<file path="src/rtl/tsw_pkg.sv">
// shared types, codes and constants of the tile map scroll walker
package tsw_pkg;

   localparam int DEFAULT_MAP_CELLS = 4096;
   localparam logic [7:0] BLANK_TILE = 8'd32;
   // dividend width of the shared divider: clamped offsets stay below 2^18
   localparam int DIV_WIDTH = 18;
   localparam int CSR_ADDR_WIDTH = 5;
   localparam int CSR_DATA_WIDTH = 32;

   typedef enum logic [1:0] {
      ACT_WRITE  = 2'd0,
      ACT_SCROLL = 2'd1,
      ACT_FRAME  = 2'd2,
      ACT_STEP   = 2'd3
   } action_type;

   typedef enum logic [2:0] {
      REG_TILE_WIDTH  = 3'd0,
      REG_TILE_HEIGHT = 3'd1,
      REG_MAP_WIDTH   = 3'd2,
      REG_MAP_HEIGHT  = 3'd3,
      REG_VIEW_WIDTH  = 3'd4,
      REG_VIEW_HEIGHT = 3'd5
   } reg_index_type;

   typedef enum logic [1:0] {
      DIV_OFF_X = 2'd0,
      DIV_OFF_Y = 2'd1,
      DIV_WIN_X = 2'd2,
      DIV_WIN_Y = 2'd3
   } div_sel_type;

   // saturated configuration as the datapath uses it
   typedef struct packed {
      logic [6:0]  tile_w;
      logic [6:0]  tile_h;
      logic [12:0] map_w;
      logic [12:0] map_h;
      logic [12:0] view_w;
      logic [12:0] view_h;
   } cfg_type;

   typedef struct packed {
      logic        clear_wr;
      logic        cell_wr;
      logic        scroll_set;
      logic        extent_load;
      logic        clamp;
      logic        div_start;
      logic        div_store;
      div_sel_type div_sel;
      logic        frame_open;
      logic        step_load;
      logic        step_mul;
      logic        step_addr;
      logic        out_load;
   } cmd_type;

   typedef struct packed {
      logic clear_last;
      logic frame_active;
      logic div_done;
   } status_type;

endpackage

</file>
<file path="src/rtl/tsw_csr.sv">
// configuration registers with apb-style access and saturated outputs
module tsw_csr import tsw_pkg::*; (
   input  logic                      clock,
   input  logic                      reset,
   input  logic                      psel,
   input  logic                      penable,
   input  logic                      pwrite,
   input  logic [CSR_ADDR_WIDTH-1:0] paddr,
   input  logic [CSR_DATA_WIDTH-1:0] pwdata,
   output logic [CSR_DATA_WIDTH-1:0] prdata,
   output logic                      pready,
   output cfg_type                   cfg
);

   logic [6:0]    tile_w_ff, tile_w_in, tile_h_ff, tile_h_in;
   logic [12:0]   map_w_ff, map_w_in, map_h_ff, map_h_in;
   logic [12:0]   view_w_ff, view_w_in, view_h_ff, view_h_in;
   logic          wr_en;
   reg_index_type reg_idx;

   function automatic logic [6:0] sat_tile(logic [6:0] v);
      return (v == 7'd0) ? 7'd1 : ((v > 7'd64) ? 7'd64 : v);
   endfunction

   function automatic logic [12:0] sat_extent(logic [12:0] v);
      return (v == 13'd0) ? 13'd1 : ((v > 13'd4096) ? 13'd4096 : v);
   endfunction

   assign wr_en   = psel && penable && pwrite;
   assign reg_idx = reg_index_type'(paddr[CSR_ADDR_WIDTH-1:2]);
   assign pready  = 1'b1;

   always_comb begin
      tile_w_in = tile_w_ff;
      tile_h_in = tile_h_ff;
      map_w_in  = map_w_ff;
      map_h_in  = map_h_ff;
      view_w_in = view_w_ff;
      view_h_in = view_h_ff;
      if (wr_en) begin
         case (reg_idx)
            REG_TILE_WIDTH:  tile_w_in = pwdata[6:0];
            REG_TILE_HEIGHT: tile_h_in = pwdata[6:0];
            REG_MAP_WIDTH:   map_w_in  = pwdata[12:0];
            REG_MAP_HEIGHT:  map_h_in  = pwdata[12:0];
            REG_VIEW_WIDTH:  view_w_in = pwdata[12:0];
            REG_VIEW_HEIGHT: view_h_in = pwdata[12:0];
            default: ;
         endcase
      end
   end

   always_comb begin
      case (reg_idx)
         REG_TILE_WIDTH:  prdata = CSR_DATA_WIDTH'(tile_w_ff);
         REG_TILE_HEIGHT: prdata = CSR_DATA_WIDTH'(tile_h_ff);
         REG_MAP_WIDTH:   prdata = CSR_DATA_WIDTH'(map_w_ff);
         REG_MAP_HEIGHT:  prdata = CSR_DATA_WIDTH'(map_h_ff);
         REG_VIEW_WIDTH:  prdata = CSR_DATA_WIDTH'(view_w_ff);
         REG_VIEW_HEIGHT: prdata = CSR_DATA_WIDTH'(view_h_ff);
         default:         prdata = '0;
      endcase
   end

   always_ff @(posedge clock) begin
      if (reset) begin
         tile_w_ff <= 7'd8;
         tile_h_ff <= 7'd8;
         map_w_ff  <= 13'd64;
         map_h_ff  <= 13'd64;
         view_w_ff <= 13'd320;
         view_h_ff <= 13'd240;
      end else begin
         tile_w_ff <= tile_w_in;
         tile_h_ff <= tile_h_in;
         map_w_ff  <= map_w_in;
         map_h_ff  <= map_h_in;
         view_w_ff <= view_w_in;
         view_h_ff <= view_h_in;
      end
   end

   assign cfg.tile_w = sat_tile(tile_w_ff);
   assign cfg.tile_h = sat_tile(tile_h_ff);
   assign cfg.map_w  = sat_extent(map_w_ff);
   assign cfg.map_h  = sat_extent(map_h_ff);
   assign cfg.view_w = sat_extent(view_w_ff);
   assign cfg.view_h = sat_extent(view_h_ff);

endmodule

</file>
<file path="config.mk">
export PLATFORM = sky130hd
export DESIGN_NAME = tsw_csr
export DESIGN_NICKNAME = d
export VERILOG_FILES = /design/src/rtl/tsw_pkg.sv /design/src/rtl/tsw_csr.sv
export SDC_FILE = /design/constraint.sdc
export NUM_CORES = 1
export LEC_CHECK = 0
export BUFFER_PORTS_ARGS = -buffer_cell sky130_fd_sc_hd__buf_2
export CAP_MARGIN = 5
export CORE_MARGIN = 4
export CORE_UTILIZATION = 50
export CTS_BUF_LIST = sky130_fd_sc_hd__clkbuf_2 sky130_fd_sc_hd__clkbuf_4 sky130_fd_sc_hd__clkbuf_8
export CTS_CLUSTER_DIAMETER = 150
export DETAILED_ROUTE_END_ITERATION = 10
export PLACE_DENSITY = 0.81
export SLEW_MARGIN = 5
export SYNTH_ARGS = -nofsm -noshare
export SYNTH_HDL_FRONTEND = slang
export SYNTH_SLANG_ARGS = --single-unit
</file>
<file path="constraint.sdc">
create_clock -name clock -period 4.4 [get_ports clock]
set_clock_uncertainty 0.1 [all_clocks]
set_input_delay 1.1 -clock clock [delete_from_list [all_inputs] [get_ports clock]]
set_output_delay 1.1 -clock clock [all_outputs]
set_load 0.03 [all_outputs]
</file>
Word level (Yosys, flattened, before mapping)
Cells that the tools add are included.
{"block": "classes", "n_lt_le_gt_ge": 6, "eq_ne": 5, "n_mux": 13, "n_reduce_logical": 15}
{"cell": "two-way mux 13 bit", "n": 8}
{"cell": "case mux 13 bit (6 select lines)", "n": 1}
{"cell": "> comparator 13 bit, second input constant", "n": 4}
{"cell": "zero test 13 bit", "n": 4}
{"cell": "two-way mux 7 bit", "n": 4}
{"cell": "> comparator 7 bit, second input constant", "n": 2}
{"cell": "zero test 7 bit", "n": 2}
{"cell": "AND reduction 2 bit", "n": 6}
{"cell": "equality test 3 x 2 -> 1 bit, second input constant", "n": 2}
{"cell": "equality test 3 bit, second input constant", "n": 2}
{"cell": "equality test 3 x 1 -> 1 bit, second input constant", "n": 1}
{"cell": "zero test 3 bit", "n": 1}
{"cell": "logical AND 1 bit", "n": 2}
{"block": "word_totals", "reg_bits": 66, "input_bits": 42, "output_inout_bits": 99, "elab_cells": 45}

Depth between registers and ports, before layout
Gate-level depths: netlist (run 1).
{"block": "logic_depth", "depth_word": 3, "ltp_mapped": 6, "mapped_depth_nobuf": 3}

Worst setup path before layout (run 1)
No wires, ideal clock.
{"block": "synth_path", "path_kind": "input to output", "from": "input paddr[4]", "to": "output prdata[12]", "arrival_time_ps": 2194, "path_slack_ps": 1006, "stages": 5, "n_path_buf": 2, "cell_sequence": "buf_4 -> nor2b_2 -> buf_2 -> a22oi_1 -> a21oi_1"}
{"block": "synth_between", "elab_chain_len": 2}
{"item": "from (decl)", "line_no": "tsw_csr.sv:8", "rtl": "input logic [CSR_ADDR_WIDTH-1:0] paddr,"}
{"item": "equality test 3 bit (tied with other cells)", "line_no": "tsw_csr.sv:54", "rtl": "case (reg_idx)"}
{"item": "case mux 13 bit (6 select lines) (*)", "line_no": "tsw_csr.sv:54"}
{"item": "to (decl)", "line_no": "tsw_csr.sv:10", "rtl": "output logic [CSR_DATA_WIDTH-1:0] prdata,"}
Mark *: on every way between the ends. The rest lies on a longest branch, timed or not.

Worst setup path after layout (run 1)
{"block": "layout_path", "from": "input paddr[2]", "to": "output prdata[3]"}
The elaborated chain is that of the path after synthesis.

==> results of run 1 <==
-- path summary, 6_finish.rpt --
kind,endpoint,cells past startpoint
min,map_w_ff[0],2
max reg2reg,view_h_ff[12],2
min reg2reg,map_w_ff[0],2
max,prdata[3],5
-- cell usage after synthesis, types with 6 or more instances --
cell | count | area [um^2]
dfxtp_1 | 66 | 1320
nor2b_1 | 56 | 350
a21oi_1 | 51 | 255
nand3_1 | 44 | 220
mux2i_1 | 36 | 360
o21ai_0 | 36 | 180
nor2_1 | 26 | 97.6
buf_4 | 25 | 188
clkbuf_1 | 22 | 82.6
nand2b_1 | 20 | 125
buf_2 | 13 | 65.1
nor4_1 | 8 | 50.1
o21ai_1 | 8 | 40.0
a22oi_1 | 7 | 52.6
mux2_2 | 7 | 78.8
nor3_1 | 6 | 30.0
-- placed cells by master, fill, tap and decap left out, types with 2 or more instances in the layout --
cell type    n
a21oi_1     51
a221oi_1     5
a22oi_1      7
a2bb2oi_1    2
a31oi_1      4
buf_2       99
buf_4        8
bufinv_16    2
clkbuf_8     9
clkinvlp_4   2
conb_1      20
dfxtp_1     66
mux2_1       2
mux2_2       7
mux2i_1     36
nand2_1      4
nand2b_1    20
nand3_1     44
nor2_1      26
nor2b_1     56
nor3_1       6
nor4_1       8
o21ai_0     36
o21ai_1      8
o221ai_1     3
o22ai_1      5
-- layer usage --
metal	routed length, um	GRT usage (%)	vias to the layer above	part of all wire [%]
met2	5500	41.0	287	47
met3	1390	5.29	27	12
met5	0	0	-	0
li1	-	-	1777	-
met1	4640	35.1	1795	39
met4	276	10.1	0	2.3
-- tightest hold or removal path, stage by stage, from the launching register on --
cell	delay, ps
dfxtp_1	320
o21ai_0	70
a21oi_1	60
-- sequential cells by signal (all words and copies together), names as in the netlist --
name / count
map_h_ff: 13
map_w_ff: 13
tile_h_ff: 7
tile_w_ff: 7
view_h_ff: 13
view_w_ff: 13
-- where the power goes --
group          switching [W]  internal [W]
clock               0.000241      0.000321
sequential        0.00000593      0.000601
combinational       0.000123     0.0000428
total               0.000370      0.000965
-- final cells by class --
cell class	instances	area [um^2]	share of cell area, %
clock buffers	10	131	2.98
clock inverters	5	80.1	1.82
inverters	1	3.75	0.0851
multi-input cells	360	2200	49.8
flip-flops and latches	66	1320	29.9
well taps	99	124	2.81
repair buffers	107	556	12.6
-- per-stage QoR --
stage                     setup WS (ps)  total power (W)  hold slack (ps)  cells
final                               579          0.00134              393    648
after global routing                527          0.00137              431    648
after CTS                           599          0.00133              392    648
after detailed placement            629         0.000783              382    633
after global placement              627         0.000781              374    633
after floorplan                    1010         0.000753              362    493
-- cell families after synthesis --
logic type / after synthesis / synth area share (%)
multiplexers: 45 / 12.0
AO/OA/AOI/OAI: 121 / 17.5
buffers and inverters: 67 / 10.3
flip-flops: 66 / 34.4
AND/OR/NAND/NOR: 174 / 25.7
other: 2 / 0.195
==> flow_metrics.py, run 1 <==
metrics = {
    "global_route": {
        "grt_max_degree": 48,
        "grt_pass1_vias": 3439,
        "grt_remaining_overflow": 0,
        "grt_pass1_wl_um": 18100,
        "antenna_found_initial": 0,
        "grt_use_total_pct": 26.1,
    },
    "logic_synthesis": {
        "synth-seq-area-share_pct": 34.4,
        "yosysWarningCount": 0,
        "ys.flop_type": "dfxtp_1",
        "synth_cell_type_count": 37,
        "syn_inst": 475,
        "syn_avg_cell_area_um2": 8.09,
        "synth_edf_count": 0,
        "async_flop_share_pct": 0,
        "netlist_area_um2": 3840,
        "ys_ff_latch": 66,
    },
    "timing": {
        "drv_slew": 0,
        "post-route-period-util_pct": 86.8,
        "hold_viol_final": 0,
        "finalSetupTns_ps": 0,
        "setup_viol": 0,
        "tightest_slew_ps": 754,
        "period_minus_slack_ps": 3820,
        "rsz0062_at_grt": "false",
        "max_freq_ghz": 0.262,
        "maxSlewHeadroom_pct": 49.8,
    },
    "finish": {
        "areaGrowthSynthToFinish_pct": 14.8,
        "fillers": 645,
        "final_area_um2": 4410,
        "utilization_pct": 59.9,
        "nets": 587,
        "layout-drive-gt1-share_pct": 24.6,
        "n_antenna_cell": 0,
    },
    "place": {
        "place_area_um2": 4200,
        "place_congestion": 0.946,
        "portBuffers": 99,
        "dpl.hpwl_um": 8290,
    },
    "worst_setup_path": {
        "critPathBufInv": 2,
        "cpMaxStageDelayCell": "buf_2",
        "required_ps": 3200,
        "critical_path_class": "in -> out",
        "crit_path_start_kind": "input pin",
        "critPathCaptureType": "output pin",
        "cp_slowest_stage_delay_ps": 580,
        "critPathTopFamily": "buffers and inverters",
        "cp.arrival_ps": 2620,
        "cp_max_fo": 35,
        "cp_common_cell": "buf_2",
        "r2r_slack_ps": 3220,
        "critPathLaunch": "paddr[2]",
        "regToRegStartpoint": "view_h_ff[12]",
        "path_cells": "buf_2 > mux2_2 > a22oi_1 > o22ai_1 > buf_2",
    },
    "die": {
        "num_rows": 31,
        "die_w_um": 95.7,
        "fp.coreArea_um2": 7370,
        "die_area_um2": 9150,
        "initial_core_util_pct": 52.2,
        "fp.dieH_um": 95.7,
        "io_pins": 141,
    },
    "clock_network": {
        "clock_sinks": 66,
        "cts_buffer_depth": 2,
        "cts_hold_buffers": 0,
        "root_buffer": "clkbuf_8",
        "cts_tree": "yes",
        "clk_pin_slew_worst_paths_ps": 70,
        "ctsHtreeMaxLevel": 3,
        "cts_resized": 0,
        "clk_latency_ps": 340,
        "post_cts_buffers": 0,
        "numCtsBuffers": 9,
    },
    "min_path": {
        "min-delay-start": "map_w_ff[0]",
        "hp-class": "reg -> reg",
    },
    "route": {
        "vias_per_cell": 6.00,
        "wirelength_um": 11800,
        "routedWlPerCell_um": 18.2,
        "via_count": 3886,
        "dr.first_iter.drc_count": 504,
        "drtPass1Iterations": 5,
        "drc_errors": 0,
        "postRouteAntennaNets": 0,
    },
    "power_and_ir_drop": {
        "p_per_area_nw_per_um2": 303,
        "leakagePower_nw": 1.98,
        "max-vdd-ir-drop_mv": 0.175,
    },
    "status": {
        "status": "finished, final reports clean",
    },
    "job": {
        "cap_violations": 0,
    },
}
Power figures use the tool's default switching activity.
==> run 2, diff against run 1 <==
- clock period: 4.4 -> 4.5 ns (I/O delays scaled with it)
==> flow_metrics.py, run 2 (synthesized netlist as in run 1, its figures left out) <==
metrics = {
    "power_and_ir_drop": {
        "internal-power_w": 0.00100,
        "leakagePower_nw": 2.00,
        "p_clk_share_pct": 44.5,
        "switching_power_w": 0.000359,
        "p_seq_share_pct": 43.6,
        "p_comb_share_pct": 11.9,
        "p_sw_share_pct": 26.4,
        "max-vdd-ir-drop_mv": 0.182,
        "total_power_w": 0.00136,
        "p_per_area_nw_per_um2": 307,
    },
    "finish": {
        "mostFrequentLayoutCells": "buf_2 (99), dfxtp_1 (66), nor2b_1 (56)",
        "fillers": 676,
        "utilization_pct": 60.3,
        "areaGrowthSynthToFinish_pct": 15.5,
        "nets": 586,
        "final_common_cell": "buf_2",
        "layout-drive-gt1-share_pct": 24.6,
        "n_antenna_cell": 0,
        "final_area_um2": 4440,
    },
    "route": {
        "dr.first_iter.drc_count": 436,
        "wirelength_um": 11800,
        "drc_errors": 0,
        "routedWlPerCell_um": 18.1,
        "vias_per_cell": 6.03,
        "via_count": 3907,
        "drtPass1Iterations": 7,
        "postRouteAntennaNets": 0,
    },
    "clock_network": {
        "clk_latency_ps": 350,
        "cts_buffer_depth": 2,
        "cts_resized": 0,
        "root_buffer": "clkbuf_8",
        "cts_hold_buffers": 0,
        "numCtsBuffers": 9,
        "post_cts_buffers": 0,
        "clock_sinks": 66,
        "clk_pin_slew_worst_paths_ps": 70,
        "cts_tree": "yes",
        "ctsHtreeMaxLevel": 3,
    },
    "timing": {
        "drv_slew": 0,
        "period_minus_slack_ps": 3900,
        "finalSetupTns_ps": 0,
        "tightest_slew_ps": 1140,
        "hold_viol_final": 0,
        "rsz0062_at_grt": "false",
        "max_freq_ghz": 0.257,
        "setup_viol": 0,
        "maxSlewHeadroom_pct": 23.9,
        "post-route-period-util_pct": 86.6,
    },
    "worst_setup_path": {
        "cp.arrival_ps": 2670,
        "critical_path_class": "in -> out",
        "required_ps": 3270,
        "crit_path_start_kind": "input pin",
        "cp_max_fo": 35,
        "r2r_slack_ps": 3340,
        "critPathCaptureType": "output pin",
    },
    "status": {
        "status": "finished, final reports clean",
    },
    "global_route": {
        "grt_remaining_overflow": 0,
        "grt_max_degree": 46,
        "grt_pass1_wl_um": 18100,
        "antenna_found_initial": 0,
        "grt_use_total_pct": 26.1,
        "grt_pass1_vias": 3529,
    },
    "place": {
        "place_congestion": 0.958,
        "portBuffers": 99,
        "dpl.hpwl_um": 8160,
        "place_area_um2": 4190,
    },
    "die": {
        "num_rows": 31,
        "die_w_um": 95.7,
        "fp.coreArea_um2": 7370,
        "io_pins": 141,
        "fp.dieH_um": 95.7,
        "die_area_um2": 9150,
        "initial_core_util_pct": 52.2,
    },
    "job": {
        "cap_violations": 0,
    },
    "min_path": {
        "hp-class": "reg -> reg",
    },
}
run 2: power by group through the flow:
stage,logic (W),registers (W),clock network [W]
6_report,0.000163,0.000594,0.000606
5_1_grt,0.000172,0.000594,0.000637
4_1_cts,0.000159,0.000594,0.000604
3_5_place_dp,0.000158,0.000607,0
3_3_place_gp,0.000155,0.000607,0
2_1_floorplan,0.000132,0.000604,0
run 2: metrics by stage:
stage | cells | setup WS (ps) | hold slack [ps]
6_report | 648 | 603 | 404
5_1_grt | 648 | 556 | 435
4_1_cts | 648 | 634 | 402
3_5_place_dp | 632 | 674 | 387
2_1_floorplan | 493 | 1060 | 362
3_3_place_gp | 632 | 686 | 374
run 2: layout make-up:
class	instances	area, um^2	share of cell area [%]
clock buffers	13	179	4.03
clock inverters	3	68.8	1.55
inverters	1	3.75	0.0845
multi-input cells	360	2200	49.5
flip-flops and latches	66	1320	29.8
well taps	99	124	2.79
repair buffers	106	548	12.3
run 2: worst paths after layout:
check,from,endpoint,cells past startpoint
worst max-delay path,paddr[2],prdata[3],5
worst max register to register,view_h_ff[12],view_h_ff[12],2
worst min register to register,map_h_ff[0],map_h_ff[0],2
worst min-delay path,map_h_ff[0],map_h_ff[0],2
run 2: routing by layer:
metal | global-route usage, % | vias up | part of all wire [%]
li1 | - | 1767 | -
met1 | 34.4 | 1816 | 40
met2 | 41.5 | 280 | 46
met3 | 4.74 | 44 | 11
met4 | 11.8 | 0 | 3.2
met5 | 0 | - | 0
run 2: worst max-delay path, stage by stage:
cell and delay, ps:
buf_2 600, mux2_2 430, a22oi_1 180, o22ai_1 130
buf_2 200
