==> config.mk <==
export PLATFORM = sky130hd
export DESIGN_NAME = tsw_ctrl
export DESIGN_NICKNAME = d
export VERILOG_FILES = /design/src/rtl/tsw_pkg.sv /design/src/rtl/tsw_ctrl.sv
export SDC_FILE = /design/constraint.sdc
export NUM_CORES = 1
export LEC_CHECK = 0
export BUFFER_PORTS_ARGS = -buffer_cell sky130_fd_sc_hd__buf_2
export CAP_MARGIN = 0
export CORE_MARGIN = 8
export CORE_UTILIZATION = 45
export CTS_CLUSTER_DIAMETER = 120
export CTS_CLUSTER_SIZE = 28
export DETAILED_ROUTE_END_ITERATION = 10
export PLACE_DENSITY = 0.8
export SLEW_MARGIN = 20
export SYNTH_ARGS = -nofsm -noshare
export SYNTH_HDL_FRONTEND = slang
export SYNTH_SLANG_ARGS = --single-unit
==> constraint.sdc <==
create_clock -name clock -period 2.08 [get_ports clock]
set_clock_uncertainty 0.2 [all_clocks]
set_input_delay 0 -clock clock [delete_from_list [all_inputs] [get_ports clock]]
set_output_delay 0 -clock clock [all_outputs]
set_load 0.03 [all_outputs]
==> src/rtl/tsw_pkg.sv <==
// shared types, codes and constants of the tile map scroll walker
package tsw_pkg;

   localparam int DEFAULT_MAP_CELLS = 4096;
   localparam logic [7:0] BLANK_TILE = 8'd32;
   // dividend width of the shared divider: clamped offsets stay below 2^18
   localparam int DIV_WIDTH = 18;
   localparam int CSR_ADDR_WIDTH = 5;
   localparam int CSR_DATA_WIDTH = 32;

   typedef enum logic [1:0] {
      ACT_WRITE  = 2'd0,
      ACT_SCROLL = 2'd1,
      ACT_FRAME  = 2'd2,
      ACT_STEP   = 2'd3
   } action_type;

   typedef enum logic [2:0] {
      REG_TILE_WIDTH  = 3'd0,
      REG_TILE_HEIGHT = 3'd1,
      REG_MAP_WIDTH   = 3'd2,
      REG_MAP_HEIGHT  = 3'd3,
      REG_VIEW_WIDTH  = 3'd4,
      REG_VIEW_HEIGHT = 3'd5
   } reg_index_type;

   typedef enum logic [1:0] {
      DIV_OFF_X = 2'd0,
      DIV_OFF_Y = 2'd1,
      DIV_WIN_X = 2'd2,
      DIV_WIN_Y = 2'd3
   } div_sel_type;

   // saturated configuration as the datapath uses it
   typedef struct packed {
      logic [6:0]  tile_w;
      logic [6:0]  tile_h;
      logic [12:0] map_w;
      logic [12:0] map_h;
      logic [12:0] view_w;
      logic [12:0] view_h;
   } cfg_type;

   typedef struct packed {
      logic        clear_wr;
      logic        cell_wr;
      logic        scroll_set;
      logic        extent_load;
      logic        clamp;
      logic        div_start;
      logic        div_store;
      div_sel_type div_sel;
      logic        frame_open;
      logic        step_load;
      logic        step_mul;
      logic        step_addr;
      logic        out_load;
   } cmd_type;

   typedef struct packed {
      logic clear_last;
      logic frame_active;
      logic div_done;
   } status_type;

endpackage

==> src/rtl/tsw_ctrl.sv <==
// controller: sequences clear sweep, frame setup and the step pipeline
module tsw_ctrl import tsw_pkg::*; (
   input  logic       clock,
   input  logic       reset,
   input  logic       req_valid,
   input  logic [1:0] req_action,
   output logic       req_stall,
   output logic       rsp_valid,
   input  logic       rsp_stall,
   input  status_type status,
   output cmd_type    cmd
);

   typedef enum logic [9:0] {
      ST_CLEAR    = 10'b00_0000_0001,
      ST_IDLE     = 10'b00_0000_0010,
      ST_EXTENT   = 10'b00_0000_0100,
      ST_CLAMP    = 10'b00_0000_1000,
      ST_DIV_LOAD = 10'b00_0001_0000,
      ST_DIV_RUN  = 10'b00_0010_0000,
      ST_MUL      = 10'b00_0100_0000,
      ST_ADDR     = 10'b00_1000_0000,
      ST_READ     = 10'b01_0000_0000,
      ST_OUT      = 10'b10_0000_0000
   } state_type;

   state_type   state_ff, state_in;
   div_sel_type div_sel_ff, div_sel_in;
   logic        rsp_valid_ff, rsp_valid_in;
   action_type  action;

   assign action    = action_type'(req_action);
   assign req_stall = (state_ff != ST_IDLE);
   assign rsp_valid = rsp_valid_ff;

   always_comb begin
      state_in    = state_ff;
      div_sel_in  = div_sel_ff;
      cmd         = '0;
      cmd.div_sel = div_sel_ff;
      case (state_ff)
         ST_CLEAR: begin
            cmd.clear_wr = 1'b1;
            if (status.clear_last) begin
               state_in = ST_IDLE;
            end
         end
         ST_IDLE: begin
            if (req_valid) begin
               case (action)
                  ACT_WRITE:  cmd.cell_wr = 1'b1;
                  ACT_SCROLL: cmd.scroll_set = 1'b1;
                  ACT_FRAME:  state_in = ST_EXTENT;
                  ACT_STEP: begin
                     // a step outside a frame is dropped
                     if (status.frame_active) begin
                        cmd.step_load = 1'b1;
                        state_in      = ST_MUL;
                     end
                  end
                  default: ;
               endcase
            end
         end
         ST_EXTENT: begin
            cmd.extent_load = 1'b1;
            state_in        = ST_CLAMP;
         end
         ST_CLAMP: begin
            cmd.clamp  = 1'b1;
            div_sel_in = DIV_OFF_X;
            state_in   = ST_DIV_LOAD;
         end
         ST_DIV_LOAD: begin
            cmd.div_start = 1'b1;
            state_in      = ST_DIV_RUN;
         end
         ST_DIV_RUN: begin
            if (status.div_done) begin
               cmd.div_store = 1'b1;
               if (div_sel_ff == DIV_WIN_Y) begin
                  cmd.frame_open = 1'b1;
                  state_in       = ST_IDLE;
               end else begin
                  div_sel_in = div_sel_type'(div_sel_ff + 2'd1);
                  state_in   = ST_DIV_LOAD;
               end
            end
         end
         ST_MUL: begin
            cmd.step_mul = 1'b1;
            state_in     = ST_ADDR;
         end
         ST_ADDR: begin
            cmd.step_addr = 1'b1;
            state_in      = ST_READ;
         end
         ST_READ: begin
            state_in = ST_OUT;
         end
         ST_OUT: begin
            if (!rsp_valid_ff || !rsp_stall) begin
               cmd.out_load = 1'b1;
               state_in     = ST_IDLE;
            end
         end
         default: state_in = ST_IDLE;
      endcase
   end

   always_comb begin
      rsp_valid_in = rsp_valid_ff;
      if (cmd.out_load) begin
         rsp_valid_in = 1'b1;
      end else if (rsp_valid_ff && !rsp_stall) begin
         rsp_valid_in = 1'b0;
      end
   end

   always_ff @(posedge clock) begin
      if (reset) begin
         state_ff     <= ST_CLEAR;
         div_sel_ff   <= DIV_OFF_X;
         rsp_valid_ff <= 1'b0;
      end else begin
         state_ff     <= state_in;
         div_sel_ff   <= div_sel_in;
         rsp_valid_ff <= rsp_valid_in;
      end
   end

endmodule

After elaboration in Yosys (flattened, before gate mapping)

Index checks and enable logic that the tools add are counted.

Register bits: 13
Input bits: 9
Output and inout port bits: 16
Logic and storage cells: 69

Add/sub/neg operators: 1
Equal/unequal tests: 22
Mux-type cells: 34
Reduce and logical (&&, ||, !) cells: 9

Operators by type and width:

| kind                   | number |
|---|---|
| $pmux W10 S10          | 1 |
| $mux W10               | 5 |
| $mux W1                | 21 |
| $pmux W10 S2           | 1 |
| $eq A10 B1 Y1 const B  | 1 |
| $eq A10 B10 Y1 const B | 1 |
| $eq A10 B2 Y1 const B  | 1 |
| $eq A10 B3 Y1 const B  | 1 |
| $eq A10 B4 Y1 const B  | 1 |
| $eq A10 B5 Y1 const B  | 1 |
| $eq A10 B6 Y1 const B  | 1 |
| $eq A10 B7 Y1 const B  | 1 |
| $eq A10 B8 Y1 const B  | 1 |
| $eq A10 B9 Y1 const B  | 1 |
| $ne A10 B2 Y1 const B  | 1 |
| $ne A2 B2 Y1 const B   | 5 |
| $mux W2                | 4 |
| $eq A2 B2 Y1 const B   | 3 |
| $reduce_and A6 Y1      | 1 |
| $mux W5                | 1 |
| $pmux W2 S2            | 1 |
| $reduce_bool A2 Y1     | 2 |
| $ne A3 B1 Y1 const B   | 1 |
| $ne A3 B3 Y1 const B   | 1 |
| 7 further kinds        | 8 |

Logic depth before layout (Yosys ltp)

Gate-level depths: netlist (run 1).

Depth in word-level cells: 5
Depth in mapped cells: 7
Mapped depth without buffers: 5

Worst setup path before layout (run 1)

Ideal clock, no wire load.

Kind: flip-flop to flip-flop
Start point: register state_ff[0]
End point: register div_sel_ff[1]
Arrival time: 2.032 ns
Data required time: 1.756 ns
Slack: -0.277 ns
Stages on the path, launching flop included: 7
Path through: dfxtp_1 or4_4 buf_6 nor4_2 nor2_1 a21oi_1 nor2_1

Cells in the longest elaborated chain, start to end: 3
Elaborated cells between the ends (all ways): 7
Those cells by class: eq/ne: 4; mux: 1; reduce/logical: 2

RTL lines:

| element                                                             | RTL line        | source |
|---|---|---|
| start, declared                                                     | tsw_ctrl.sv:27  | `state_type state_ff, state_in;` |
| start signal, assigned                                              | tsw_ctrl.sv:126 | `state_ff <= state_in;` |
| $eq A10 B6 Y1 / $eq A10 B4 Y1 (equally long branches)               | tsw_ctrl.sv:41  | `case (state_ff)` |
| $ne A2 B2 Y1 (no line) / $reduce_bool A2 Y1 (equally long branches) | --              |  |
| $reduce_and A3 Y1 (no line)                                         | --              |  |
| end signal, assigned                                                | tsw_ctrl.sv:127 | `div_sel_ff <= div_sel_in;` |
| end, declared                                                       | tsw_ctrl.sv:28  | `div_sel_type div_sel_ff, div_sel_in;` |

Parallel ways exist; a longest one is shown, timed or not.
A chain may end at the register's enable or synchronous reset.

Final worst setup path (run 1)

Start point: register state_ff[4]
End point: register state_ff[4]

Cells in the longest elaborated chain, start to end: 3
Elaborated cells between the ends (all ways): 18
Those cells by class: eq/ne: 16; mux: 1; reduce/logical: 1

RTL lines:

| element                                        | RTL line |
|---|---|
| $eq A10 B2 Y1 (tied with other cells)          | tsw_ctrl.sv:41 |
| $ne A3 B1 Y1 (no line) (tied with other cells) | -- |
| $reduce_and A6 Y1 (no line)                    | -- |

Parallel ways exist; a longest one is shown, timed or not.

==> metrics.txt, run 1 <==
outcome=finished, violations left; failing checks=setup timing; commonest cells in the netlist=dfxtp_1 (13), nor2_1 (13), inv_1 (8), nand2_1 (8), a21oi_1 (7); reg-to-reg endpoint=state_ff[4]$_SDFFE_PP0P_; Leak=0.6454 nW; CTS tree=done; hold_sp=req_action[1]; Hold Path Sink=state_ff[1]$_SDFFE_PP0P_; layout cell share with drive strength beyond 1=0.4939; Area Growth Syn to Fin=60.49%; Routed WL per cell=about 19 um; Worst setup EP type=register; met1 wire length=1362 um; max_slew headroom=0.7453; Final Setup Violations=7; R2R Setup Slk=-100 ps; total track usage=0.1826; Avg Cell Area, Syn=7.863 um^2; hold path cells=4; antenna cells=0; post-synthesis cell area=912.1 um^2; Via density=roughly 6; met2 routed WL=roughly 1800 um; TritonCTS Buffers=3; Crit Path Class=reg2reg; die width=between 60 and 70 um; Placer Congestion=roughly 0.96; number of port buffers=24; Fill cells=132; Post-DP HPWL=2041 um; Slowest-stage cell, CP=or4_1; worst reg2reg path depth=6; crit-path max cell delay=between 600 and 700 ps; Row Count=16; num ports=25; vias in the first global route=1,094; crit-path max FO=8; min Tclk post-route=~2200 ps; via count=1,153; Final period util=1.048; first-pass GRT wire length=5009 um; full die area=3723 um^2; Final Max Tran Viols=0; number of synthesized flops with an enable pin=0; Crit path arrival time=2180 ps; Power per Cell Area=440.8 nW/um^2; worst slack, placed=57.72 ps; startpoint types=register; leading area contributor after synthesis=dfxtp_1; fmax=roughly 460 MHz; initial antenna violation count=0; Layout Nets=175; GRT overflow=0; CTS sink cnt=13; Yosys reg bits=13; final hold violations=0; Yosys cell types=44; WL met3=219 um; top sig layer=met4; initial core utilization=0.4697; CTS root buffer=clkbuf_4; final worst slack=-100.6 ps; unrepaired setup endpoints after global routing=true; Worst VDD drop=0.4021 mV; clk_lat worst skew=300 ps; Clock H-tree levels=1; DRC viols=0; FFs w/ async S/R, synth=0; main flop type after synthesis=dfxtp_1; Finished Layout Cells=191; Area contributors post-synth=dfxtp_1 (29%), nor4_2 (5.5%), nor2_1 (5.3%); post-route ant nets=0; register area share after synthesis=0.2853; Clock Path Buffers=2; crit path cell chain=or4_1, nor4_2, a211oi_2, o311ai_2, buf_4, nor2_1; initial DRC count=slightly above 80; HP Class=in2reg; Die H=61.02 um; 1st-pass router iterations=4; # Max-Cap Violations=0; Detailed Route WL=around 3500 um; post-synthesis cell count=116; core outline area=1942 um^2; clk slew on worst S/H paths=90 ps; Slew @ Worst Pin=roughly 380 ps; largest net degree at the start of global routing=10; Yosys warnings=0; Worst R2R Start=state_ff[4]$_SDFFE_PP0P_; top cell type's share of synthesized area=0.2853; Synthesized Nets=126; Req. time, crit path=2080 ps; worst hold slack=77.82 ps; Placed Cells incl. Taps=170
[cell type report]
| cell class | count | area (um^2) | area share |
|---|---|---|---|
| repair buffers | 52 | 402.9 | 0.2752 |
| clock buffers | 4 | 26.28 | 0.01795 |
| multi-input cells | 87 | 695.7 | 0.4752 |
| flip-flops and latches | 13 | 275.3 | 0.1880 |
| inverters | 8 | 30.03 | 0.02051 |
| well taps | 27 | 33.78 | 0.02308 |
[state kept, by name, summed over array words and instances (netlist names)]
register    flops
div_sel_ff      2
state_ff       10
rsp_valid       1
[repair_timing]
item | CTS | global route
buffers inserted | 3 | 5
setup endpoints to repair | 5 | 19
cloned | 0 | 0
hold endpoints to repair | 12 | 0
hold buffers | 9 | 0
resized for setup | 17 | 25
pin swaps | 5 | 8
[metrics by stage]
stage / setup TNS [ps] / util / total power [mW] / instance area, um^2
floorplan: -694.8 / - / 0.3539 / 923.4
global placement: 0 / 0.5747 / 0.3973 / 1116
detailed placement: 0 / 0.5747 / 0.4011 / 1116
CTS: -8.376 / 0.6843 / 0.5978 / 1329
global route: -863.7 / 0.7539 / 0.6636 / 1464
finish: -403.3 / 0.7539 / 0.6452 / 1464
[per-layer routing]
layer  up-vias  GRT usage
met3        16    0.03967
li1        528          -
met2        64     0.3448
met1       545     0.1880
met5         -          0
met4         0    0.07309
[cells by family (layout without fill, tap and decap cells)]
group / Yosys count / count (layout) / share of synthesized area
adder cells (fa/ha/maj): 1 / 1 / 0.01372
XOR/XNOR: 2 / 2 / 0.01921
flip-flops: 13 / 13 / 0.2853
AO/OA/AOI/OAI: 25 / 25 / 0.1893
multiplexers: 2 / 2 / 0.02469
buffers and inverters: 16 / 64 / 0.08093
AND/OR/NAND/NOR: 57 / 57 / 0.3869
[power breakdown]
group / switching, mW / leakage (nW) / internal [mW]
Combinational: 0.111 / 0.521 / 0.0972
Clock: 0.104 / 0.0150 / 0.0749
Sequential: 0.00505 / 0.110 / 0.253
Total: 0.220 / 0.645 / 0.425
[worst max-delay path by stage]
stage                             start                  endpoint  cells past startpoint
2_1_floorplan  state_ff[7]$_SDFFE_PP0P_                   cmd[11]                      5
3_3_place_gp   state_ff[0]$_SDFFE_PP1P_  state_ff[4]$_SDFFE_PP0P_                      6
5_1_grt        state_ff[4]$_SDFFE_PP0P_  state_ff[4]$_SDFFE_PP0P_                      6
3_5_place_dp   state_ff[0]$_SDFFE_PP1P_  state_ff[4]$_SDFFE_PP0P_                      6
4_1_cts        state_ff[2]$_SDFFE_PP0P_                    cmd[4]                      5
6_report       state_ff[4]$_SDFFE_PP0P_  state_ff[4]$_SDFFE_PP0P_                      6
[layout by cell type (no fill, tap or decap), types with 2 or more instances in the layout]
cell            n
a21oi_1         5
a21oi_2         2
and2_4          2
buf_2          18
buf_4          18
buf_6           6
clkbuf_4        3
dfxtp_1         5
dfxtp_2         6
dfxtp_4         2
dlygate4sd3_1   9
inv_1           8
mux2_2          2
nand2_1         8
nand3_1         5
nor2_1         12
nor2b_1         2
nor3_1          2
nor3_2          3
nor3_4          2
nor4_1          3
nor4_2          3
nor4_4          4
o21ai_0         5
o21ai_1         2
o311a_1         2
o311ai_2        2
[critical path, delay by kind of cell (launching register included)]
family / cells / cell delay [ps]
DFF: 1 / 380
AOI/OAI and AO/OA: 2 / 260
buffers and inverters: 1 / 210
and+or+nand+nor: 3 / 1030
(Power assumes the default switching activity.)
==> inputs of run 2 (changes only) <==
--- a/config.mk
+++ b/config.mk
@@ -9,10 +9,10 @@
 export CAP_MARGIN = 0
 export CORE_MARGIN = 8
 export CORE_UTILIZATION = 45
-export CTS_CLUSTER_DIAMETER = 120
 export CTS_CLUSTER_SIZE = 28
 export DETAILED_ROUTE_END_ITERATION = 10
 export PLACE_DENSITY = 0.8
+export REMOVE_ABC_BUFFERS = 1
 export SLEW_MARGIN = 20
 export SYNTH_ARGS = -nofsm -noshare
 export SYNTH_HDL_FRONTEND = slang
==> metrics.txt, run 2 (synthesis results as in run 1) <==
outcome=finished, violations left (unchanged); failing checks=setup timing (unchanged); number of port buffers=24 (unchanged); worst reg2reg path depth=6 (unchanged); post-place instance area=1060 um^2 (was 1116 um^2); Placer Congestion=0.9046 (was 0.9556); Crit path depth=6 (unchanged); Routed WL per cell=17.93 um (was 18.55 um); most frequent cells in the layout=buf_2 (18), nor2_1 (13), buf_4 (10) (was buf_2 (18), buf_4 (18), nor2_1 (12)); R2R Setup Slk=-8 ps (was -100 ps); antenna cells=0 (unchanged); final worst slack=-8.173 ps (was -100.6 ps); Req. time, crit path=2100 ps (was 2080 ps); vias in the first global route=1,096 (was 1,094); fmax=478.9 MHz (was 458.6 MHz); final hold violations=0 (unchanged); Detailed Route WL=3228 um (was 3543 um); CTS sink cnt=13 (unchanged); reg-to-reg endpoint=state_ff[1]$_SDFFE_PP0P_ (was state_ff[4]$_SDFFE_PP0P_); total track usage=0.1699 (was 0.1826); Critical Path Sink=state_ff[1]$_SDFFE_PP0P_ (was state_ff[4]$_SDFFE_PP0P_); Biggest register=state_ff (unchanged); unrepaired setup endpoints after global routing=true (unchanged); initial DRC count=61 (was 82); Clock H-tree levels=1 (unchanged); startpoint types=register (unchanged); Post-DP HPWL=1967 um (was 2041 um); met3 global-route usage=0.03549 (was 0.03967); CTS tree=done (unchanged); Clock Path Buffers=2 (unchanged); crit-path max cell delay=610 ps (about the same); Slowest-stage cell, CP=or4_4 (was or4_1); core outline area=1942 um^2 (unchanged); 1st-pass router iterations=4 (unchanged); die width=61.02 um (unchanged); post-route ant nets=0 (unchanged); Crit path arrival time=2110 ps (was 2180 ps); HP Class=in2reg (unchanged); clk_lat worst skew=290 ps (was 300 ps); clk slew on worst S/H paths=90 ps (about the same); DRC viols=0 (unchanged); Worst setup EP type=register (unchanged); layout cell share with drive strength beyond 1=0.4248 (was 0.4939); met1 usage=0.1942 (was 0.1880); first-pass GRT wire length=4843 um (was 5009 um); Leak=0.5665 nW (was 0.6454 nW); Via density=6.150 (was 6.037); initial antenna violation count=0 (unchanged); Crit. Startpoint=state_ff[0]$_SDFFE_PP1P_ (was state_ff[4]$_SDFFE_PP0P_); num ports=25 (unchanged); Final Max Tran Viols=0 (unchanged); Final Cell Area=1331 um^2 (was 1464 um^2); largest net degree at the start of global routing=10 (unchanged); Final period util=1.004 (was 1.048); Power per Cell Area=447.8 nW/um^2 (was 440.8 nW/um^2); crit path cell chain=or4_4, buf_6, nor4_4, a211oi_2, o311a_1, a21oi_1 (was or4_1, nor4_2, a211oi_2, o311ai_2, buf_4, nor2_1); Final Setup Violations=1 (was 7); Crit Path Class=reg2reg (unchanged); min Tclk post-route=2088 ps (was 2181 ps); max_slew headroom=0.7476 (was 0.7453); Area Growth Syn to Fin=45.95% (was 60.49%); # Max-Cap Violations=0 (unchanged); max reg flops=10 (unchanged); Row Count=16 (unchanged); initial core utilization=0.4697 (unchanged); via count=1,107 (was 1,153); full die area=3723 um^2 (unchanged); Crit path max-delay family=simple AND/OR/NAND/NOR gates (unchanged); total chip power=596.1 uW (was 645.2 uW); Buf+Inv Stages, Crit Path=1 (unchanged); Die H=61.02 um (unchanged); CTS root buffer=clkbuf_4 (unchanged); Fill cells=147 (was 132); GRT overflow=0 (unchanged); Layout Nets=164 (was 175); met2 Use GR=0.2925 (was 0.3448); Worst VDD drop=0.5490 mV (was 0.4021 mV); crit-path max FO=6 (was 8); most common cell after layout, fill and taps aside=buf_2; TritonCTS Buffers=3 (unchanged); Slew @ Worst Pin=373.4 ps (was 381.3 ps); Top Usage Layer GRT=met2 (unchanged); Worst R2R Start=state_ff[0]$_SDFFE_PP1P_ (was state_ff[4]$_SDFFE_PP0P_)
-- run 2: worst min-delay path, cell delays in order --
cell	delay, ps
dlygate4sd3_1	530
buf_2	120
o31ai_1	70
-- run 2: per-layer routing --
layer	part of all wire	up-vias
met5	0	-
met3	0.089	15
li1	-	500
met2	0.49	68
met4	0.034	0
met1	0.39	524
-- run 2: worst min-delay path by stage --
stage | from | slack (ps) | endpoint | cells past startpoint
final | status[2] | 260 | state_ff[0]$_SDFFE_PP1P_ | 3
after global routing | status[2] | 260 | state_ff[0]$_SDFFE_PP1P_ | 3
after CTS | req_valid | 200 | cmd[12] | 4
after detailed placement | status[2] | 30 | state_ff[0]$_SDFFE_PP1P_ | 2
after global placement | status[2] | 10 | state_ff[0]$_SDFFE_PP1P_ | 2
after floorplan | reset | -130 | div_sel_ff[0]$_SDFFE_PP0P_ | 1
-- run 2: area by class of cell --
type                    instances  area (um^2)  area share
inverters                       8        30.03     0.02256
well taps                      27        33.78     0.02538
multi-input cells              87        674.4      0.5066
clock buffers                   4        26.28     0.01974
repair buffers                 41        292.8      0.2199
flip-flops and latches         13        274.0      0.2058
-- run 2: timing repair --
action / 4_1_cts / 5_1_grt
pin swaps: 3 / 3
setup endpoints to repair: 5 / 14
gates resized for setup: 9 / 25
gates cloned: 0 / 0
hold buffers: 9 / 0
hold endpoints to repair: 13 / 0
buffers inserted: 2 / 1
-- run 2: through the flow --
stage	hold WS [ps]	TNS, ps	setup slack (ps)	instances	utilization
detailed placement	27.24	0	135.2	164	0.5457
global placement	11.98	0	169.9	164	0.5457
CTS	199.8	-1.812	-1.812	179	0.6289
floorplan	-130.9	-1183	-266.1	108	-
finish	260.9	-8.173	-8.173	180	0.6856
global route	257.3	-537.2	-74.76	180	0.6856
-- run 2: power breakdown --
group | switching [mW] | internal (mW)
clock | 0.0957 | 0.0747
sequential | 0.00713 | 0.252
combinational | 0.0925 | 0.0738
total | 0.195 | 0.401
==> inputs of run 3 (changes only) <==
--- a/config.mk
+++ b/config.mk
@@ -5,10 +5,12 @@
 export SDC_FILE = /design/constraint.sdc
 export NUM_CORES = 1
 export LEC_CHECK = 0
+export ABC_AREA = 1
 export BUFFER_PORTS_ARGS = -buffer_cell sky130_fd_sc_hd__buf_2
 export CAP_MARGIN = 0
 export CORE_MARGIN = 8
 export CORE_UTILIZATION = 45
+export CTS_CLUSTER_DIAMETER = 200
 export CTS_CLUSTER_SIZE = 28
 export DETAILED_ROUTE_END_ITERATION = 10
 export PLACE_DENSITY = 0.8
==> constraint.sdc (replaced) <==
create_clock -name clock -period 2.2 [get_ports clock]
set_clock_uncertainty 0.2 [all_clocks]
set_input_delay 0 -clock clock [delete_from_list [all_inputs] [get_ports clock]]
set_output_delay 0 -clock clock [all_outputs]
set_load 0.03 [all_outputs]
==> metrics.txt, run 3 <==
startpoint types=register (unchanged); antenna cells=0 (unchanged); post-place instance area=1112 um^2 (was 1060 um^2); total track usage=0.1293 (was 0.1699); Biggest register=state_ff (unchanged); Worst setup EP type=register (unchanged); main flop type after synthesis=dfxtp_1 (unchanged); post-synthesis cell count=155 (was 116); Yosys cell types=23 (was 44); Via density=5.028 (was 6.150); post-synthesis compound-gate area fraction=0.05052 (was 0.1893); Final Max Tran Viols=0 (unchanged); initial antenna violation count=0 (unchanged); first-pass GRT wire length=4305 um (was 4843 um); Clock H-tree levels=1 (unchanged); most common cell after layout, fill and taps aside=nand2_1 (was buf_2); DRC viols=0 (unchanged); Critical Path Sink=state_ff[5]$_SDFFE_PP0P_ (was state_ff[1]$_SDFFE_PP0P_); # Max-Cap Violations=0 (unchanged); Crit path arrival time=2120 ps (was 2110 ps); register area share after synthesis=0.2694 (was 0.2853); num ports=25 (unchanged); setup TNS=0 ps (was -8.173 ps); fmax=465.4 MHz (was 478.9 MHz); 1st-pass router iterations=4 (unchanged); initial core utilization=0.4825 (was 0.4697); Die H=62.33 um (was 61.02 um); clk_lat worst skew=280 ps (was 290 ps); Placer Congestion=0.9602 (was 0.9046); Req. time, crit path=2170 ps (was 2100 ps); Clock Path Buffers=2 (unchanged); Post-DP HPWL=2071 um (was 1967 um); WL met3=176 um (was 286 um); unrepaired setup endpoints after global routing=false (was true); Detailed Route WL=2566 um (was 3228 um); vias in the first global route=1,048 (was 1,096); CTS sink cnt=13 (unchanged); layout cell share with drive strength beyond 1=0.2579 (was 0.4248); Avg Cell Area, Syn=6.232 um^2 (was 7.863 um^2); Row Count=16 (unchanged); Final period util=0.9767 (was 1.004); largest net degree at the start of global routing=11 (was 10); largest family of logic cells by synthesized area=simple AND/OR/NAND/NOR gates (unchanged); reg-to-reg endpoint=state_ff[5]$_SDFFE_PP0P_ (was state_ff[1]$_SDFFE_PP0P_); post-route ant nets=0 (unchanged); outcome=completed (was finished, violations left); leading area contributor after synthesis=dfxtp_1 (unchanged); HP Class=in2reg (unchanged); GRT overflow=0 (unchanged); number of port buffers=24 (unchanged); CTS tree=done (unchanged); Register Area=260.3 um^2 (was 274.0 um^2); Crit. Startpoint=state_ff[5]$_SDFFE_PP0P_ (was state_ff[0]$_SDFFE_PP1P_); top sig layer=met4 (unchanged); Worst VDD drop=0.4001 mV (was 0.5490 mV); Final Cell Area=1219 um^2 (was 1331 um^2); Yosys warnings=0 (unchanged); post-synthesis cell area=965.9 um^2 (was 912.1 um^2); Layout Nets=201 (was 164); max reg flops=10 (unchanged); clk slew on worst S/H paths=80 ps (was 90 ps); simple-gate share of the synthesized area=0.5259 (was 0.3868); number of synthesized flops with an enable pin=0 (unchanged); met1 wire length=1081 um (was 1261 um); crit-path max FO=6 (unchanged); Area contributors post-synth=dfxtp_1 (27%), nand2_1 (14%), inv_1 (12%) (was dfxtp_1 (29%), nor4_2 (5.5%), nor2_1 (5.3%)); Synth Area in XOR/XNOR=0 (was 0.01920); core outline area=2002 um^2 (was 1942 um^2); Synth Area in Adders=0.01295 (was 0.01372); most frequent cells in the layout=nand2_1 (35), inv_1 (30), nor2_1 (26) (was buf_2 (18), nor2_1 (13), buf_4 (10)); min Tclk post-route=2149 ps (was 2088 ps); initial DRC count=32 (was 61); via count=1,091 (was 1,107); die width=62.33 um (was 61.02 um); worst reg2reg path depth=9 (was 6); Final Setup Violations=0 (was 1); most instantiated library cell after synthesis=nand2_1; Fill cells=189 (was 147); max_slew headroom=0.8142 (was 0.7476); Slew @ Worst Pin=276.9 ps (was 373.4 ps); R2R Setup Slk=50 ps (was -8 ps); Area Growth Syn to Fin=26.17% (was 45.95%); full die area=3885 um^2 (was 3723 um^2); commonest cells in the netlist=nand2_1 (35), inv_1 (30), nor2_1 (26) (was dfxtp_1 (13), nor2_1 (13), inv_1 (8), nand2_1 (8), a21oi_1 (7)); TritonCTS Buffers=3 (unchanged); Leak=0.7082 nW (was 0.5665 nW); Worst R2R Start=state_ff[5]$_SDFFE_PP0P_ (was state_ff[0]$_SDFFE_PP1P_); final hold violations=0 (unchanged); FFs w/ async S/R, synth=0 (unchanged); post-synthesis mux area share=0 (was 0.02469); Crit Path Class=reg2reg (unchanged); # resized after CTS=0 (was 9); worst hold slack=40.61 ps (was 260.9 ps); multi-input logic area=569.3 um^2 (was 674.4 um^2); Routed WL per cell=11.82 um (was 17.93 um); CTS root buffer=clkbuf_4 (unchanged); Power per Cell Area=702.8 nW/um^2 (was 447.8 nW/um^2); met2 routed WL=1266 um (was 1570 um); Yosys reg bits=13 (unchanged); top cell type's share of synthesized area=0.2694 (was 0.2853)
[run 3: cell types whose count changed after synthesis, sizes merged, moves of 8 or more]
cell,change
inv,+23
nor2,+23
nor4,-8
nand3,+11
nand2,+33
[run 3: cells by family after synthesis]
logic type / count (synthesis)
adders and majority gates: 1
AOI/OAI and AO/OA: 8
and+or+nand+nor: 99
DFF: 13
buffers and inverters: 34
[run 3: timing repair]
action | in CTS | in global routing
buffers inserted | 0 | 0
hold buffers | 8 | 0
endpoints found under the hold margin | 8 | 0
[run 3: worst max-delay path, stage by stage, from the launching register on]
cell,delay [ps]
dfxtp_1,370
nor2_2,180
nand2_4,110
nor2_4,120
nand2_4,90
clkinv_4,60
nand4_4,70
dlygate4sd3_1,600
a21oi_1,170
nor2_1,60
[run 3: power by group]
part | switching, mW | internal [mW] | leakage [nW]
Combinational | 0.285 | 0.134 | 0.587
Sequential | 0.0279 | 0.260 | 0.106
Clock | 0.0796 | 0.0703 | 0.0150
[run 3: area by class of cell]
| cell class | instances | share of cell area |
|---|---|---|
| Clock buffer | 4 | 0.02156 |
| Inverter | 33 | 0.1057 |
| Multi-Input combinational cell | 108 | 0.4671 |
| Sequential cell | 13 | 0.2136 |
| Tap cell | 27 | 0.02772 |
| Timing Repair Buffer | 32 | 0.1643 |
[run 3: worst min-delay path by stage]
stage                   start                        to  slack, ps  cells past startpoint
global route        status[1]  state_ff[1]$_SDFFE_PP0P_         80                      7
finish              status[1]  state_ff[1]$_SDFFE_PP0P_         40                      6
global placement        reset    rsp_valid$_SDFFE_PP0P_         30                      2
floorplan               reset    rsp_valid$_SDFFE_PP0P_       -130                      1
detailed placement      reset  state_ff[2]$_SDFFE_PP0P_         30                      2
CTS                 status[1]  state_ff[1]$_SDFFE_PP0P_         40                      6
[run 3: per-layer routing]
| metal | track usage | vias up |
|---|---|---|
| met5 | 0 | - |
| met2 | 0.2367 | 49 |
| met3 | 0.04839 | 10 |
| met4 | 0.02564 | 0 |
| met1 | 0.1373 | 486 |
| li1 | - | 546 |
[run 3: metrics by stage]
step	cells	worst slack, ps	util	total power, mW
6_report	217	51.20	0.6088	0.8565
5_1_grt	217	22.03	0.6088	0.9086
4_1_cts	217	101.3	0.6088	0.8492
3_5_place_dp	205	556.5	0.5556	0.6911
3_3_place_gp	205	600.6	0.5556	0.6782
2_1_floorplan	154	283.1	-	0.6031
